### src/cdq_pkg.sv
// Shared types and constants for the circular deque.
// Used by the channel interfaces, the controller, the datapath and the top level.
package cdq_pkg;

   localparam int DEPTH_DEFAULT = 16;

   localparam int DATA_W     = 32;
   localparam int OP_W       = 3;
   localparam int STATUS_W   = 2;
   localparam int CAP_W      = 5;
   localparam int CSR_ADDR_W = 3;
   localparam int CSR_DATA_W = 32;

   localparam logic [CAP_W-1:0] CAP_RESET = 5'd16;

   // register index, taken from paddr[2]
   localparam logic REG_CAPACITY = 1'b0;

   localparam logic [OP_W-1:0] OP_PUSH_FRONT = 3'd0;
   localparam logic [OP_W-1:0] OP_PUSH_REAR  = 3'd1;
   localparam logic [OP_W-1:0] OP_POP_FRONT  = 3'd2;
   localparam logic [OP_W-1:0] OP_POP_REAR   = 3'd3;
   localparam logic [OP_W-1:0] OP_PEEK_FRONT = 3'd4;

   localparam logic [STATUS_W-1:0] ST_DONE  = 2'd0;
   localparam logic [STATUS_W-1:0] ST_FULL  = 2'd1;
   localparam logic [STATUS_W-1:0] ST_EMPTY = 2'd2;

   typedef enum logic [2:0] {
      ACT_NONE,
      ACT_PUSH_FRONT,
      ACT_PUSH_REAR,
      ACT_POP_FRONT,
      ACT_POP_REAR,
      ACT_PEEK
   } action_type;

   typedef struct packed {
      logic                load;
      logic                rd_tail;
      logic                commit;
      action_type          action;
      logic [STATUS_W-1:0] status;
   } cmd_type;

   typedef struct packed {
      logic empty;
      logic full;
   } stat_type;

endpackage

### src/cdq_if.sv
// Valid/ready channel interfaces for the deque request and response transactions.
// Depends on cdq_pkg for field widths.
interface cdq_req_if;
   import cdq_pkg::*;

   logic                       valid;
   logic                       ready;
   logic [OP_W-1:0]            operation;
   logic signed [DATA_W-1:0]   value;

   modport source (output valid, output operation, output value, input ready);
   modport sink   (input valid, input operation, input value, output ready);
endinterface

interface cdq_rsp_if;
   import cdq_pkg::*;

   logic                       valid;
   logic                       ready;
   logic [STATUS_W-1:0]        status;
   logic signed [DATA_W-1:0]   data;
   logic                       is_empty;
   logic                       is_full;

   modport source (output valid, output status, output data, output is_empty,
                   output is_full, input ready);
   modport sink   (input valid, input status, input data, input is_empty,
                   input is_full, output ready);
endinterface

### src/cdq_ctrl.sv
// Deque controller: request/response handshake, operation decode, commit timing.
// Depends on cdq_pkg; drives the datapath through cmd_type, reads stat_type.
module cdq_ctrl (
   input  logic                        clock,
   input  logic                        reset,
   input  logic                        req_valid,
   input  logic [cdq_pkg::OP_W-1:0]    req_op,
   output logic                        req_ready,
   output logic                        rsp_valid,
   input  logic                        rsp_ready,
   input  cdq_pkg::stat_type           stat,
   output cdq_pkg::cmd_type            cmd
);
   import cdq_pkg::*;

   localparam logic ST_IDLE = 1'b0;
   localparam logic ST_EXEC = 1'b1;

   logic             state_ff, state_in;
   logic [OP_W-1:0]  op_ff, op_in;
   logic             rsp_valid_ff, rsp_valid_in;
   logic             accept;
   logic             out_free;
   logic             commit;
   action_type       action;
   logic [STATUS_W-1:0] status;

   assign req_ready = (state_ff == ST_IDLE);
   assign accept    = req_valid && req_ready;
   assign out_free  = !rsp_valid_ff || rsp_ready;
   assign rsp_valid = rsp_valid_ff;

   always_comb begin
      action = ACT_NONE;
      status = ST_DONE;
      unique case (op_ff)
         OP_PUSH_FRONT, OP_PUSH_REAR: begin
            if (stat.full) begin
               status = ST_FULL;
            end else begin
               action = (op_ff == OP_PUSH_FRONT) ? ACT_PUSH_FRONT : ACT_PUSH_REAR;
            end
         end
         OP_POP_FRONT, OP_POP_REAR, OP_PEEK_FRONT: begin
            if (stat.empty) begin
               status = ST_EMPTY;
            end else if (op_ff == OP_POP_FRONT) begin
               action = ACT_POP_FRONT;
            end else if (op_ff == OP_POP_REAR) begin
               action = ACT_POP_REAR;
            end else begin
               action = ACT_PEEK;
            end
         end
         default: begin
            action = ACT_NONE;
         end
      endcase
   end

   always_comb begin
      state_in = state_ff;
      op_in    = op_ff;
      commit   = 1'b0;
      unique case (state_ff)
         ST_IDLE: begin
            if (accept) begin
               op_in    = req_op;
               state_in = ST_EXEC;
            end
         end
         ST_EXEC: begin
            if (out_free) begin
               commit   = 1'b1;
               state_in = ST_IDLE;
            end
         end
         default: begin
            state_in = ST_IDLE;
         end
      endcase
   end

   assign rsp_valid_in = commit ? 1'b1 : (rsp_ready ? 1'b0 : rsp_valid_ff);

   assign cmd.load    = accept;
   assign cmd.rd_tail = (req_op == OP_POP_REAR);
   assign cmd.commit  = commit;
   assign cmd.action  = action;
   assign cmd.status  = status;

   always_ff @(posedge clock) begin
      if (reset) begin
         state_ff     <= ST_IDLE;
         rsp_valid_ff <= 1'b0;
      end else begin
         state_ff     <= state_in;
         rsp_valid_ff <= rsp_valid_in;
      end
   end

   always_ff @(posedge clock) begin
      op_ff <= op_in;
   end

   a_push_not_full: assert property (@(posedge clock) disable iff (reset)
      commit && (action == ACT_PUSH_FRONT || action == ACT_PUSH_REAR) |-> !stat.full)
      else $error("push committed into full deque");

   a_pop_not_empty: assert property (@(posedge clock) disable iff (reset)
      commit && (action == ACT_POP_FRONT || action == ACT_POP_REAR || action == ACT_PEEK)
      |-> !stat.empty)
      else $error("read committed on empty deque");

   a_exec_holds: assert property (@(posedge clock) disable iff (reset)
      (state_ff == ST_EXEC) && !out_free |=> (state_ff == ST_EXEC) && $stable(op_ff))
      else $error("transaction lost while response blocked");

endmodule

### src/cdq_dp.sv
// Deque datapath: slot memory, head/tail indices, capacity register, response registers.
// Depends on cdq_pkg; commanded by cdq_ctrl through cmd_type.
module cdq_dp #(
   parameter int DEPTH = cdq_pkg::DEPTH_DEFAULT
) (
   input  logic                               clock,
   input  logic                               reset,
   input  cdq_pkg::cmd_type                   cmd,
   output cdq_pkg::stat_type                  stat,
   input  logic signed [cdq_pkg::DATA_W-1:0]  req_value,
   input  logic                               cfg_we,
   input  logic [cdq_pkg::CAP_W-1:0]          cfg_wdata,
   output logic [cdq_pkg::CAP_W-1:0]          capacity,
   output logic [cdq_pkg::STATUS_W-1:0]       rsp_status,
   output logic signed [cdq_pkg::DATA_W-1:0]  rsp_data,
   output logic                               rsp_is_empty,
   output logic                               rsp_is_full
);
   import cdq_pkg::*;

   localparam int IDX_W = (DEPTH > 1) ? $clog2(DEPTH) : 1;
   localparam int CW    = (IDX_W + 1 > CAP_W) ? IDX_W + 1 : CAP_W;
   localparam logic [CW-1:0] DEPTH_C = CW'(DEPTH);
   localparam logic [CW-1:0] ONE_C   = CW'(1);

   logic signed [DATA_W-1:0] mem [DEPTH];

   logic [CAP_W-1:0]         capacity_ff, capacity_in;
   logic [IDX_W-1:0]         head_ff, head_in;
   logic [IDX_W-1:0]         tail_ff, tail_in;
   logic                     empty_ff, empty_in;
   logic signed [DATA_W-1:0] rd_data_ff;
   logic signed [DATA_W-1:0] value_ff;
   logic [STATUS_W-1:0]      status_ff;
   logic signed [DATA_W-1:0] data_ff, data_in;
   logic                     is_empty_ff;
   logic                     is_full_ff, is_full_in;

   logic [CW-1:0]            cap_x;
   logic [CW-1:0]            eff_cap;
   logic [IDX_W-1:0]         rd_addr;
   logic [IDX_W-1:0]         wr_addr;
   logic                     wr_en;

   function automatic logic [IDX_W-1:0] next_idx(input logic [IDX_W-1:0] i,
                                                 input logic [CW-1:0] c);
      logic [CW-1:0] inc;
      inc = CW'(i) + ONE_C;
      if (inc >= c) return '0;
      return IDX_W'(inc);
   endfunction

   function automatic logic [IDX_W-1:0] prev_idx(input logic [IDX_W-1:0] i,
                                                 input logic [CW-1:0] c);
      logic [CW-1:0] ix;
      ix = CW'(i);
      if (ix == '0 || ix >= c) return IDX_W'(c - ONE_C);
      return IDX_W'(ix - ONE_C);
   endfunction

   always_comb begin
      cap_x = CW'(capacity_ff);
      if (cap_x == '0) begin
         eff_cap = ONE_C;
      end else if (cap_x > DEPTH_C) begin
         eff_cap = DEPTH_C;
      end else begin
         eff_cap = cap_x;
      end
   end

   assign stat.empty = empty_ff;
   assign stat.full  = !empty_ff && (next_idx(tail_ff, eff_cap) == head_ff);

   assign rd_addr = cmd.rd_tail ? tail_ff : head_ff;

   always_comb begin
      capacity_in = capacity_ff;
      head_in     = head_ff;
      tail_in     = tail_ff;
      empty_in    = empty_ff;
      wr_en       = 1'b0;
      wr_addr     = head_ff;
      data_in     = '0;
      priority if (cfg_we) begin
         capacity_in = cfg_wdata;
         head_in     = '0;
         tail_in     = '0;
         empty_in    = 1'b1;
      end else if (cmd.commit) begin
         unique case (cmd.action)
            ACT_PUSH_FRONT, ACT_PUSH_REAR: begin
               wr_en = 1'b1;
               if (empty_ff) begin
                  head_in  = '0;
                  tail_in  = '0;
                  empty_in = 1'b0;
                  wr_addr  = '0;
               end else if (cmd.action == ACT_PUSH_FRONT) begin
                  head_in = prev_idx(head_ff, eff_cap);
                  wr_addr = head_in;
               end else begin
                  tail_in = next_idx(tail_ff, eff_cap);
                  wr_addr = tail_in;
               end
            end
            ACT_POP_FRONT, ACT_POP_REAR: begin
               data_in = rd_data_ff;
               if (head_ff == tail_ff) begin
                  head_in  = '0;
                  tail_in  = '0;
                  empty_in = 1'b1;
               end else if (cmd.action == ACT_POP_FRONT) begin
                  head_in = next_idx(head_ff, eff_cap);
               end else begin
                  tail_in = prev_idx(tail_ff, eff_cap);
               end
            end
            ACT_PEEK: begin
               data_in = rd_data_ff;
            end
            default: begin
               data_in = '0;
            end
         endcase
      end
   end

   assign is_full_in = !empty_in && (next_idx(tail_in, eff_cap) == head_in);

   always_ff @(posedge clock) begin
      if (wr_en) begin
         mem[wr_addr] <= value_ff;
      end
      if (cmd.load) begin
         rd_data_ff <= mem[rd_addr];
         value_ff   <= req_value;
      end
   end

   always_ff @(posedge clock) begin
      if (reset) begin
         capacity_ff <= CAP_RESET;
         head_ff     <= '0;
         tail_ff     <= '0;
         empty_ff    <= 1'b1;
      end else begin
         capacity_ff <= capacity_in;
         head_ff     <= head_in;
         tail_ff     <= tail_in;
         empty_ff    <= empty_in;
      end
   end

   always_ff @(posedge clock) begin
      if (cmd.commit) begin
         status_ff   <= cmd.status;
         data_ff     <= data_in;
         is_empty_ff <= empty_in;
         is_full_ff  <= is_full_in;
      end
   end

   assign capacity     = capacity_ff;
   assign rsp_status   = status_ff;
   assign rsp_data     = data_ff;
   assign rsp_is_empty = is_empty_ff;
   assign rsp_is_full  = is_full_ff;

   a_empty_at_origin: assert property (@(posedge clock) disable iff (reset)
      empty_ff |-> (head_ff == '0) && (tail_ff == '0))
      else $error("empty deque with nonzero index");

   a_index_in_range: assert property (@(posedge clock) disable iff (reset)
      (CW'(head_ff) < eff_cap) && (CW'(tail_ff) < eff_cap))
      else $error("index beyond capacity");

   a_last_pop_empties: assert property (@(posedge clock) disable iff (reset)
      cmd.commit && !cfg_we && (cmd.action == ACT_POP_FRONT || cmd.action == ACT_POP_REAR)
      && (head_ff == tail_ff) |=> empty_ff)
      else $error("last pop did not empty deque");

endmodule

### src/circular_deque.sv
// Circular deque top level: accepting a request moves the controller to its execute state, whose
// commit sets the registered response valid; the response transaction follows that.
// A new request is taken only once the previous one commits: a registered slot-memory read, then a commit
// that updates indices and loads the response register; a stalled response holds commit.
// Reset is synchronous: head and tail to 0, deque empty, capacity 16; slots are not cleared.
// Depends on cdq_pkg, cdq_if, cdq_ctrl and cdq_dp.
module circular_deque #(
   parameter int DEPTH = cdq_pkg::DEPTH_DEFAULT
) (
   input  logic                                clock,
   input  logic                                reset,
   cdq_req_if.sink                             req_ch,
   cdq_rsp_if.source                           rsp_ch,
   input  logic                                csr_psel,
   input  logic                                csr_penable,
   input  logic                                csr_pwrite,
   input  logic [cdq_pkg::CSR_ADDR_W-1:0]      csr_paddr,
   input  logic [cdq_pkg::CSR_DATA_W-1:0]      csr_pwdata,
   output logic [cdq_pkg::CSR_DATA_W-1:0]      csr_prdata,
   output logic                                csr_pready
);
   import cdq_pkg::*;

   cmd_type           cmd;
   stat_type          stat;
   logic              cfg_we;
   logic              reg_hit;
   logic [CAP_W-1:0]  capacity;
   logic              req_ready;
   logic              rsp_valid;

   assign csr_pready = 1'b1;
   assign reg_hit    = (csr_paddr[CSR_ADDR_W-1] == REG_CAPACITY);
   assign cfg_we     = csr_psel && csr_penable && csr_pwrite && csr_pready && reg_hit;
   assign csr_prdata = reg_hit ? CSR_DATA_W'(capacity) : '0;

   cdq_ctrl u_ctrl (
      .clock     (clock),
      .reset     (reset),
      .req_valid (req_ch.valid),
      .req_op    (req_ch.operation),
      .req_ready (req_ready),
      .rsp_valid (rsp_valid),
      .rsp_ready (rsp_ch.ready),
      .stat      (stat),
      .cmd       (cmd)
   );

   cdq_dp #(
      .DEPTH (DEPTH)
   ) u_dp (
      .clock        (clock),
      .reset        (reset),
      .cmd          (cmd),
      .stat         (stat),
      .req_value    (req_ch.value),
      .cfg_we       (cfg_we),
      .cfg_wdata    (csr_pwdata[CAP_W-1:0]),
      .capacity     (capacity),
      .rsp_status   (rsp_ch.status),
      .rsp_data     (rsp_ch.data),
      .rsp_is_empty (rsp_ch.is_empty),
      .rsp_is_full  (rsp_ch.is_full)
   );

   assign req_ch.ready = req_ready;
   assign rsp_ch.valid = rsp_valid;

endmodule

### src/flat_wrapper.sv
// flat-port wrapper written by rule: the top's interface ports become plain ports
module circular_deque_flat import cdq_pkg::*;
#(
   parameter int DEPTH = cdq_pkg::DEPTH_DEFAULT
)
  (clock, reset, csr_psel, csr_penable, csr_pwrite, csr_paddr, csr_pwdata, csr_prdata, csr_pready, req_ch_valid, req_ch_operation, req_ch_value, req_ch_ready, rsp_ch_valid, rsp_ch_status, rsp_ch_data, rsp_ch_is_empty, rsp_ch_is_full, rsp_ch_ready);
  cdq_req_if req_ch_i ();
  cdq_rsp_if rsp_ch_i ();
  input  logic clock;
  input  logic reset;
  input  logic csr_psel;
  input  logic csr_penable;
  input  logic csr_pwrite;
  input  logic [cdq_pkg::CSR_ADDR_W-1:0] csr_paddr;
  input  logic [cdq_pkg::CSR_DATA_W-1:0] csr_pwdata;
  output logic [cdq_pkg::CSR_DATA_W-1:0] csr_prdata;
  output logic csr_pready;
  input wire logic [$bits(req_ch_i.valid)-1:0] req_ch_valid;
  input wire logic [$bits(req_ch_i.operation)-1:0] req_ch_operation;
  input wire logic [$bits(req_ch_i.value)-1:0] req_ch_value;
  output wire logic [$bits(req_ch_i.ready)-1:0] req_ch_ready;
  output wire logic [$bits(rsp_ch_i.valid)-1:0] rsp_ch_valid;
  output wire logic [$bits(rsp_ch_i.status)-1:0] rsp_ch_status;
  output wire logic [$bits(rsp_ch_i.data)-1:0] rsp_ch_data;
  output wire logic [$bits(rsp_ch_i.is_empty)-1:0] rsp_ch_is_empty;
  output wire logic [$bits(rsp_ch_i.is_full)-1:0] rsp_ch_is_full;
  input wire logic [$bits(rsp_ch_i.ready)-1:0] rsp_ch_ready;
  assign req_ch_i.valid = req_ch_valid;
  assign req_ch_i.operation = req_ch_operation;
  assign req_ch_i.value = req_ch_value;
  assign req_ch_ready = req_ch_i.ready;
  assign rsp_ch_valid = rsp_ch_i.valid;
  assign rsp_ch_status = rsp_ch_i.status;
  assign rsp_ch_data = rsp_ch_i.data;
  assign rsp_ch_is_empty = rsp_ch_i.is_empty;
  assign rsp_ch_is_full = rsp_ch_i.is_full;
  assign rsp_ch_i.ready = rsp_ch_ready;
  circular_deque #(.DEPTH(DEPTH)) u_core (.clock(clock), .reset(reset), .req_ch(req_ch_i), .rsp_ch(rsp_ch_i), .csr_psel(csr_psel), .csr_penable(csr_penable), .csr_pwrite(csr_pwrite), .csr_paddr(csr_paddr), .csr_pwdata(csr_pwdata), .csr_prdata(csr_prdata), .csr_pready(csr_pready));
endmodule
### config.mk
export PLATFORM = sky130hd
export DESIGN_NAME = circular_deque_flat
export DESIGN_NICKNAME = d
export VERILOG_FILES = /design/src/cdq_pkg.sv /design/src/cdq_if.sv /design/src/cdq_ctrl.sv /design/src/cdq_dp.sv /design/src/circular_deque.sv /design/src/flat_wrapper.sv
export SDC_FILE = /design/constraint.sdc
export NUM_CORES = 1
export LEC_CHECK = 0
export BUFFER_PORTS_ARGS = -buffer_cell sky130_fd_sc_hd__buf_2
export CORE_MARGIN = 2
export CORE_UTILIZATION = 47
export CTS_BUF_LIST = sky130_fd_sc_hd__clkbuf_8
export DETAILED_ROUTE_END_ITERATION = 10
export GPL_TIMING_DRIVEN = 0
export PLACE_DENSITY = 0.69
export SLEW_MARGIN = 20
export SYNTH_ARGS = -nofsm -noshare
export SYNTH_HDL_FRONTEND = slang
export SYNTH_HIERARCHICAL = 1
export SYNTH_SLANG_ARGS = --single-unit
### constraint.sdc
create_clock -name clock -period 6.9 [get_ports clock]
set_clock_uncertainty 0.05 [all_clocks]
set_input_delay 1.38 -clock clock [delete_from_list [all_inputs] [get_ports clock]]
set_output_delay 1.38 -clock clock [all_outputs]
set_load 0.005 [all_outputs]
==> results <==
- For the worst setup path, the data required time is 7.37 ns.
- The post-layout net count is approximately 1800.
- The number of H-tree branching levels is 3.
- The die extent in y is approximately 240 um.
- The depth of the worst hold-timing path is 1.
- The number of buffers between clock root and the deepest sink is 3.
- The average cell area after synthesis is roughly 18 um2.
- Static timing analysis puts the maximum clock frequency at roughly 0.15 GHz.
- The highest layer touched by signal routing is met4.
- The slowest stage of the critical path belongs to the cell or4_4.
- The core box area is about 54000 um2.
- The depth of the most critical reg-to-reg path is 33.
- The startpoint of the lowest-slack hold path is u_core/u_dp/rd_data_ff[7].
- With fillers left out, the area of the finished cells amounts to 30190 um2.
- Across the VDD grid, the largest voltage drop is 164.7 uV.
- The clock network latency to the later pin of the worst-skew pair is roughly 0.70 ns.
- The number of distinct library cells after synthesis is 80.
- Clock-pin slew was measured on the worst setup and hold paths at approximately 0.06 ns.
- The worst setup path is launched from a flop.
- The vias per cell is 5.680.
- The kind of cell with the highest combined delay along the critical path is compound AO/OA/AOI/OAI gates.
- The async set-reset flop share out of synthesis is 0%.
- The final number of setup-violating endpoints is 0.
- STA classifies the critical path endpoint as a flop.
- The fraction of post-synthesis cell area in the top cell type by area is a little under three quarters.
- The path with the worst hold slack has its endpoint at u_core/u_dp/rsp_data[7].
- The hold-fix buffer count after cts is 0.
- Detailed routing placed a total of 4643 um of wire on met3.
- After legalization and detailed placement, the total HPWL measured about 38000 um.
- The tree is rooted in a clkbuf_8.
- Dividing the detail-routed wire length by the instance count gives between 20 and 25 um.
- The wire length of the first global-routing pass is between 80000 and 90000 um.
- The floorplan step defined a die boundary enclosing roughly 57000 um2.
- The final total power is approximately 7.6 mW.
- Of the cells placed in the final design, the portion with a size suffix greater than 1 is 31.28%.
- In the post-synthesis netlist, the biggest area contributors are edfxtp_1 72%, mux4_2 11%, and2_1 1.7%, ha_1 1.5%, nand2_1 1.3%.
- For the pin with the worst max-slew slack, the measured transition is 1.124 ns.
- The minimum period implied by the final worst setup slack is between 6 and 7 ns.
- The count of endpoints failing hold in the final timing report is 0.
- The number of buffers and inverters on the critical path is 6.
- After detailed routing, the wire length on met1 is roughly 25000 um.
- edfxtp_1 takes more of the synthesized area than any other cell.
- Once the floorplan was initialized, standard cells occupied around 48% of the core.
- The number of flops mapped to enable cells by yosys is approximately 620.
- The clock drives 631 sinks.
- The cell area that synthesis handed to floorplanning was around 26000 um2.
- Max-cap violations in this run came to 0.
- The worst register-to-register path ends at u_core/u_dp/rsp_is_full.
- In this run the critical register-to-register path is launched from u_core/u_dp/tail_ff[0].
- The synthesized flop and latch total is 631.
- The initial antenna violation count is 1.
- The arrival time of data at the critical path endpoint is 7.20 ns.
- The run finished with clean final reports.
- The via count of the first global-routing pass is between 10000 and 15000.
- The synthesized instance count is ~1400.
- The largest net degree at the start of global routing is 65.
- Across all hold checks on the routed design, the worst slack comes to 0.4398 ns.
- For this run, the number of Yosys warnings is 6.
- In this design, the stage delay of the slowest critical-path cell is about 0.57 ns.
- The number of vias in the routed layout is about 14000.
- The x dimension of the die is between 200 and 250 um.
- Counting the buffers created by CTS gives 100.
- Summed over all layers, the global routing overflow is 0.
- The peak fanout along the critical path is 5.
- Summing the sequential cell areas from Yosys gives 73.19% of the chip area.
- The type of the worst setup path is reg -> reg.
- Dividing the final minimum period by the clock period gives approximately 98%.
- The area growth from synthesis to final layout is 17.62%.
- TritonCTS built the clock tree.
- The number of routed nets with antenna violations is 0.
- The leakage power summed over all cells is about 10 nW.
- The pre-antenna-repair detailed-routing pass consisted of 5 iterations.
- Routability-driven placement finished with a final weighted congestion of between 0.8 and 0.9.
- In this run the tightest slew margin relative to its limit is around 23%.
- The first routing iteration left about 1200 violations.
- The flip-flop cell with the highest count after synthesis is edfxtp_1.
- After detailed placement, the total cell area comes to 27840 um2.
- The total power per unit cell area is 251.6 nW/um2.
- The max-slew violation total from the final report is 0.
- The floorplan has 85 rows.
- Buffers placed on the I/O ports in this run total 90.
- The path class of the tightest hold or removal check is reg -> reg.
- After detailed routing, the met2 layer carries roughly 28000 um of wire.
- The final layout contains routed wiring with a total length of 58430 um.
- The remaining design rule violation count is 0.
- The worst-case register-to-register setup slack is between 0.15 and 0.2 ns.
- Across every metal layer, demand over resource in global routing totals about a fifth.
- The number of diodes added for antenna fixing is 0.
- Counting tap cells, the placed design contains a total of ~2200 instances.
- In this run the count of I/O pins placed on the die edge is about 150.
- The number of standard cells in the final layout excluding fillers is between 2000 and 2500.
- The core utilization of the finished layout is 56.00%.
per-layer routing:
layer	vias up	GRT usage [%]
li1	6111	-
met1	7125	29.16
met2	569	33.34
met3	83	4.599
met4	0	7.071
met5	-	0
cell usage after synthesis, types with 6 or more instances:
master    number
a211oi_1      37
a21o_1        11
a21oi_1       18
a31oi_1       37
and2_1        68
buf_1          6
buf_2         14
buf_4         33
clkbuf_1      39
dfxtp_1       16
edfxtp_1     615
ha_1          31
inv_1         17
mux2i_1       11
mux4_2       128
nand2_1       92
nand2b_1       8
nand3_1        9
nor2_1        40
nor2b_1        6
nor3_1        13
o21ai_0       16
xnor2_1       13
metrics by stage:
stage               setup slack, ns  setup TNS, ns
floorplan                  -0.09261         -5.927
global placement             -3.731       -1122.23
detailed placement           -1.093         -2.365
CTS                         0.03350              0
global route               -0.04394       -0.04394
finish                       0.1692              0
where the power goes:
group          switching, mW  total [mW]  internal [mW]
clock network           1.45        3.09           1.64
logic                  0.107       0.200         0.0928
registers             0.0539        4.31           4.25
total                   1.61        7.60           5.98
state kept, by name, summed over array words and instances, names as in the netlist:
register,flops
u_core/u_ctrl/op_ff,3
u_core/u_ctrl/rsp_valid,1
u_core/u_ctrl/state_ff,1
u_core/u_dp/capacity,5
u_core/u_dp/empty_ff,1
u_core/u_dp/head_ff,4
u_core/u_dp/mem,512
u_core/u_dp/rd_data_ff,32
u_core/u_dp/rsp_data,32
u_core/u_dp/rsp_is_empty,1
u_core/u_dp/rsp_is_full,1
u_core/u_dp/rsp_status,2
u_core/u_dp/tail_ff,4
u_core/u_dp/value_ff,32
placed cells by master, fill, tap and decap left out, drive strengths merged, types with 3 or more instances in the layout:
| master | Yosys | final |
|---|---|---|
| edfxtp | 615 | 615 |
| buf | 57 | 209 |
| clkbuf | 41 | 142 |
| mux4 | 128 | 128 |
| nand2 | 92 | 92 |
| and2 | 70 | 70 |
| inv | 18 | 56 |
| nor2 | 40 | 40 |
| a211oi | 38 | 38 |
| a31oi | 38 | 38 |
| clkinv | 0 | 37 |
| ha | 31 | 31 |
| conb | 2 | 28 |
| a21oi | 18 | 18 |
| o21ai | 17 | 17 |
| dfxtp | 16 | 16 |
| a21o | 14 | 14 |
| nor3 | 14 | 14 |
| xnor2 | 13 | 13 |
| mux2i | 11 | 11 |
| nand3 | 9 | 9 |
| nand2b | 8 | 8 |
| bufinv | 0 | 7 |
| nor3b | 7 | 7 |
| and3 | 7 | 7 |
| nor2b | 6 | 6 |
| and2b | 5 | 5 |
| o211ai | 5 | 5 |
| o21a | 5 | 5 |
| a22oi | 4 | 4 |
| o31ai | 4 | 4 |
| o2111ai | 3 | 3 |
| nand3b | 3 | 3 |
| a32oi | 3 | 3 |
| xor2 | 3 | 3 |
| nor4 | 3 | 3 |
| or3b | 3 | 3 |
| or2 | 3 | 3 |
how the worst max path moves through the flow:
stage	startpoint	end	slack, ns	cells after the start
after floorplan	u_core/u_dp/tail_ff[1]	u_core/u_dp/mem[10][0]	-0.09	23
after global placement	u_core/u_dp/tail_ff[1]	u_core/u_dp/mem[9][16]	-3.73	22
after detailed placement	u_core/u_dp/tail_ff[1]	u_core/u_dp/rsp_is_full	-1.09	32
after CTS	u_core/u_dp/tail_ff[0]	u_core/u_dp/rsp_is_full	0.03	31
after global routing	u_core/u_dp/tail_ff[0]	u_core/u_dp/rsp_is_full	-0.04	34
final	u_core/u_dp/tail_ff[0]	u_core/u_dp/rsp_is_full	0.17	33
final cells by class:
type	count	area (um2)
clock inverters	82	551.8
flip-flops and latches	631	18800
well taps	696	870.8
multi-input cells	667	6674
inverters	18	70.07
clock buffers	101	1390
fillers	4059	23730
repair buffers	153	1281
plain buffers	97	558.0
kinds of logic after synthesis:
kind of cell / share of synthesized area (%)
XOR/XNOR: 0.5459
multiplexers: 11.70
buffers and inverters: 2.442
flip-flops: 73.19
other: 0.02925
AND/OR/NAND/NOR: 5.854
AO/OA/AOI/OAI: 4.728
adder cells (fa/ha/maj): 1.511
what timing repair did:
item,4_1_cts,5_1_grt
resized for setup,19,29
setup buffers,13,13
pin swaps,9,17
endpoints found under the setup margin,44,44
Note: power is estimated with default switching activity, not from simulation.
